==> config.mk <==
export PLATFORM = sky130hd
export DESIGN_NAME = tanc_fifo
export DESIGN_NICKNAME = d
export VERILOG_FILES = /design/src/rtl/tanc_pkg.sv /design/src/rtl/tanc_fifo.sv
export SDC_FILE = /design/constraint.sdc
export NUM_CORES = 1
export LEC_CHECK = 0
export ABC_CLOCK_PERIOD_IN_PS = 19600
export BUFFER_PORTS_ARGS = -buffer_cell sky130_fd_sc_hd__buf_2
export CORE_ASPECT_RATIO = 0.75
export CORE_MARGIN = 2
export CORE_UTILIZATION = 55
export DETAILED_ROUTE_END_ITERATION = 7
export PLACE_DENSITY = 0.79
export SLEW_MARGIN = 20
export SYNTH_ARGS = -nofsm -noshare
export SYNTH_HDL_FRONTEND = slang
export SYNTH_SLANG_ARGS = --single-unit
==> constraint.sdc <==
create_clock -name clk -period 19.6 [get_ports clk]
set_input_delay 1.96 -clock clk [delete_from_list [all_inputs] [get_ports clk]]
set_output_delay 1.96 -clock clk [all_outputs]
set_load 0.1 [all_outputs]
==> src/rtl/tanc_pkg.sv <==
// shared widths, constants and payload structs for the triangle area/normal/centroid block
`default_nettype none
package tanc_pkg;

	localparam int CW     = 24;   // vertex and centroid coordinate width
	localparam int EW     = 25;   // edge vector width
	localparam int SUMW   = 26;   // sum of three coordinates
	localparam int CRW    = 50;   // cross product component, |c| < 2^49
	localparam int MAGW   = 49;   // cross product magnitude
	localparam int LOW    = 25;   // low half of a magnitude for squaring
	localparam int HIW    = MAGW - LOW;
	localparam int SQW    = 98;   // square of one component
	localparam int SW     = 100;  // sum of squares
	localparam int ROOTW  = 51;   // integer square root of the sum
	localparam int NBITS  = 31;   // normal magnitude bits, at most 2^30
	localparam int RW     = 168;  // normal residual width, signed
	localparam int NW     = 32;   // normal output width
	localparam int AW     = 52;   // area output width
	localparam int TSH    = 62;   // target scale for the normal compare
	localparam int DIVSH  = 27;   // reciprocal of three, 2^27 scale
	localparam int DIVKW  = 26;
	localparam logic [DIVKW-1:0] DIVK = 26'd44739243;
	localparam int QDEPTH = 4;
	localparam int QAW    = 2;
	localparam int NSTEP  = ROOTW;  // back pipeline step stages

	typedef logic signed [CW-1:0] coord_t;

	// word handed from the front part to the back part
	typedef struct packed {
		logic                     nz;
		logic [2:0]               neg;
		logic [2:0][SQW-1:0]      sq;
		logic [SW-1:0]            s;
		logic [2:0][CW-1:0]       center;
	} fb_item_t;

	// state of one word inside the back pipeline
	typedef struct packed {
		logic [SW-1:0]            rem;
		logic [ROOTW-1:0]         root;
		logic                     nz;
		logic [2:0]               neg;
		logic [2:0][RW-1:0]       e;
		logic [2:0][RW-1:0]       w;
		logic [2:0][NBITS-1:0]    m;
		logic [SW-1:0]            s;
		logic [2:0][CW-1:0]       center;
	} bst_t;

endpackage
`default_nettype wire

==> src/rtl/tanc_fifo.sv <==
// short word queue between the front and back parts
`default_nettype none
module tanc_fifo (
	input  wire logic               clk,
	input  wire logic               arst_n,
	input  wire logic               push,
	input  wire tanc_pkg::fb_item_t push_item,
	output logic                    full,
	input  wire logic               pop,
	output logic                    empty,
	output tanc_pkg::fb_item_t      head
);
	import tanc_pkg::*;

	fb_item_t        slot_q [QDEPTH];
	logic [QAW-1:0]  wr_q, rd_q;
	logic [QAW:0]    cnt_q;

	assign full  = cnt_q == (QAW+1)'(QDEPTH);
	assign empty = cnt_q == '0;
	assign head  = slot_q[rd_q];

	always_ff @(posedge clk) begin
		if (push) begin
			slot_q[wr_q] <= push_item;
		end
	end

	always_ff @(posedge clk or negedge arst_n) begin
		if (!arst_n) begin
			wr_q  <= '0;
			rd_q  <= '0;
			cnt_q <= '0;
		end else begin
			if (push) wr_q <= wr_q + 1'b1;
			if (pop)  rd_q <= rd_q + 1'b1;
			cnt_q <= cnt_q + (QAW+1)'(push) - (QAW+1)'(pop);
		end
	end

endmodule
`default_nettype wire

==> impl_metrics.py <==
metrics = {
    "die": {
        "core-area_um2": 122500,
        "dieArea_um2": 126600,
        "initial_utilization": 0.5555,
        "ios": 946,
        "die_h_um": 308.6,
        "die_w_um": 410.2,
        "std_cell_rows": 111,
    },
    "clock_network": {
        "cts_tree": "done",
        "clk_transition_reported_paths_ps": 60,
        "post_cts_resized": 0,
        "cts_made_buffers": 168,
        "cts_hold_buf": 0,
        "cts_root_buffer": "clkbuf_16",
        "clk_latency_ps": 790,
        "cts.sinks": 1887,
        "cts_htree_levels": 4,
        "cts_setup_buffers": 0,
        "clockBufferDepth": 3,
    },
    "setup_path": {
        "critPathBufInv": 4,
        "worstRegToRegCells": 7,
        "path_delay_family": "buffers and inverters",
        "reg2reg_from": "wr_q[1]",
        "cpMaxStageDelayCell": "dfrtp_4",
        "crit_fanout": 162,
        "rrSetupSlack_ps": 14530,
        "cp_cell_sequence": "buf_12 > buf_4 > buf_4 > mux4_2 > buf_2",
        "max_stage_delay_ps": 1110,
        "endpoint_kind": "output port",
        "cp-start-kind": "register",
        "crit_type": "reg2out",
        "reg2reg_to": "slot_q[1][375]",
        "path_common_cell": "buf_4",
        "cp_data_required_time_ps": 17640,
        "worstPathArrival_ps": 5520,
    },
    "grt": {
        "grt_first_pass_wirelength_um": 227100,
        "grt_usage": 0.2500,
        "gr-total-overflow": 0,
        "grt_pass1_vias": 33020,
        "grt_max_degree": 163,
        "antenna_found_initial": 83,
    },
    "routing": {
        "drcViolationCount": 0,
        "first_iter_violations": 3755,
        "viasPerCell": 5.987,
        "post_drt_wl_per_cell_um": 30.29,
        "num_vias": 32070,
        "antenna_left": 0,
        "routed_wl_um": 162200,
        "drt_pre_antenna_iters": 5,
    },
    "timing": {
        "final.min_clock_period_ps": 7479,
        "slew_headroom": 0.2434,
        "timing.fmax_mhz": 133.7,
        "drv_slew": 0,
        "setup_violations": 0,
        "post-route-period-util": 0.3816,
        "holdWs_ps": 538.4,
        "rsz0062_at_grt": "false",
        "worst_pin_slew_ps": 1135,
        "clock_skew_ps": 36.34,
        "finalSetupTns_ps": 0,
        "hold_viol": 0,
    },
    "layout": {
        "final_common_cell": "edfxtp_1",
        "drive_gt1_frac": 0.4589,
        "nNetsFinal": 4014,
        "nFillCells": 7458,
        "layout_common_cells": "edfxtp_1 (1880), buf_2 (945), mux4_2 (470), clkbuf_16 (171), clkinv_1 (41)",
        "areaGrowthSynthToFinish_pct": 17.67,
        "instances_no_fill": 5356,
        "utilization": 0.6537,
    },
    "place": {
        "post-dp-hpwl_um": 92390,
        "placed_cells": 5000,
        "portBuffers": 945,
        "place.gp.congestion": 0.7701,
    },
    "logic_synthesis": {
        "yosys.area.top_type_share": 0.8296,
        "ys_seq_area_frac": 0.8322,
        "synthTopCellsByArea": "edfxtp_1 (83%), mux4_2 (16%), buf_4 (0.33%)",
        "yosysWarningCount": 0,
        "synth_fp_nets": 2970,
        "netlist_area_um2": 68050,
        "synth_cell_types": 18,
        "avgSynthCellArea_um2": 27.34,
        "ys_ff_latch": 1887,
        "yosysTopAreaCell": "edfxtp_1",
        "synthCells": 2489,
    },
    "min_path": {
        "min_from": "wr_q[0]",
        "hold_path_depth": 1,
        "hold_path_end": "wr_q[0]",
        "min_path_type": "reg2reg",
    },
    "status": {
        "status": "finished, final reports clean",
    },
    "flow_run": {
        "drv_cap": 0,
    },
}
Yosys cell counts:
| cell | n |
|---|---|
| and2_1 | 4 |
| and3_1 | 1 |
| buf_1 | 18 |
| buf_2 | 32 |
| buf_4 | 30 |
| buf_6 | 10 |
| clkbuf_1 | 15 |
| dfrtp_1 | 7 |
| edfxtp_1 | 1880 |
| fa_1 | 1 |
| ha_1 | 6 |
| inv_1 | 6 |
| mux4_2 | 470 |
| nand2_1 | 2 |
| nor3_1 | 1 |
| o21ai_0 | 1 |
| xnor2_1 | 3 |
| xor2_1 | 2 |
layer usage:
| metal | global-route usage | routed length (µm) | vias up | part of all wire |
|---|---|---|---|---|
| met4 | 0.1096 | 6937 | 60 | 0.043 |
| met5 | 0 | 393 | - | 0.0024 |
| met3 | 0.08804 | 16460 | 389 | 0.10 |
| met1 | 0.2910 | 53760 | 16730 | 0.33 |
| li1 | - | - | 13050 | - |
| met2 | 0.4230 | 84660 | 1835 | 0.52 |
metrics by stage:
stage | area, µm² | setup WS, ps
floorplan | 68050 | 6192
global placement | 74570 | 12880
detailed placement | 74570 | 12760
CTS | 79910 | 11840
global route | 80030 | 11710
finish | 80070 | 12120
worst max path at each step:
stage	from	endpoint	cells past startpoint
after global routing	rd_q[0]	head[212]	5
after global placement	rd_q[0]	head[211]	5
final	rd_q[1]	head[253]	5
after floorplan	push	slot_q[0][0]	1
after CTS	rd_q[0]	head[215]	5
after detailed placement	rd_q[0]	head[215]	5
cell type report:
cell class                 count  area, µm²  share of cell area
antenna                       55      137.6            0.001719
clock buffer                 204       4403             0.05499
clock inverter                96      934.6             0.01167
inverter                       6      22.52           0.0002813
multi-input combinational    491      10780              0.1347
sequential                  1887      56640              0.7073
tap                         1638       2049             0.02560
timing repair buffer         979       5105             0.06375
cell families (layout without fill, tap and decap cells):
| logic type | after synthesis | after routing | share of synthesized area |
|---|---|---|---|
| flops | 1887 | 1887 | 0.8322 |
| simple gates | 8 | 8 | 0.0006435 |
| buf+inv | 111 | 1285 | 0.009469 |
| mux | 470 | 470 | 0.1556 |
| fa+ha+maj | 7 | 7 | 0.001397 |
| other cells | 0 | 55 | 0 |
| compound gates | 1 | 1 | 0.00007348 |
| xor+xnor | 5 | 5 | 0.0006437 |
sequential cells by signal (all words and copies together) (netlist names):
register  flops
wr_q          2
cnt_q         3
slot_q     1880
rd_q          2
Power is not shown: default switching activity piles up to over one toggle a cycle in this logic, so the estimate is an artifact.
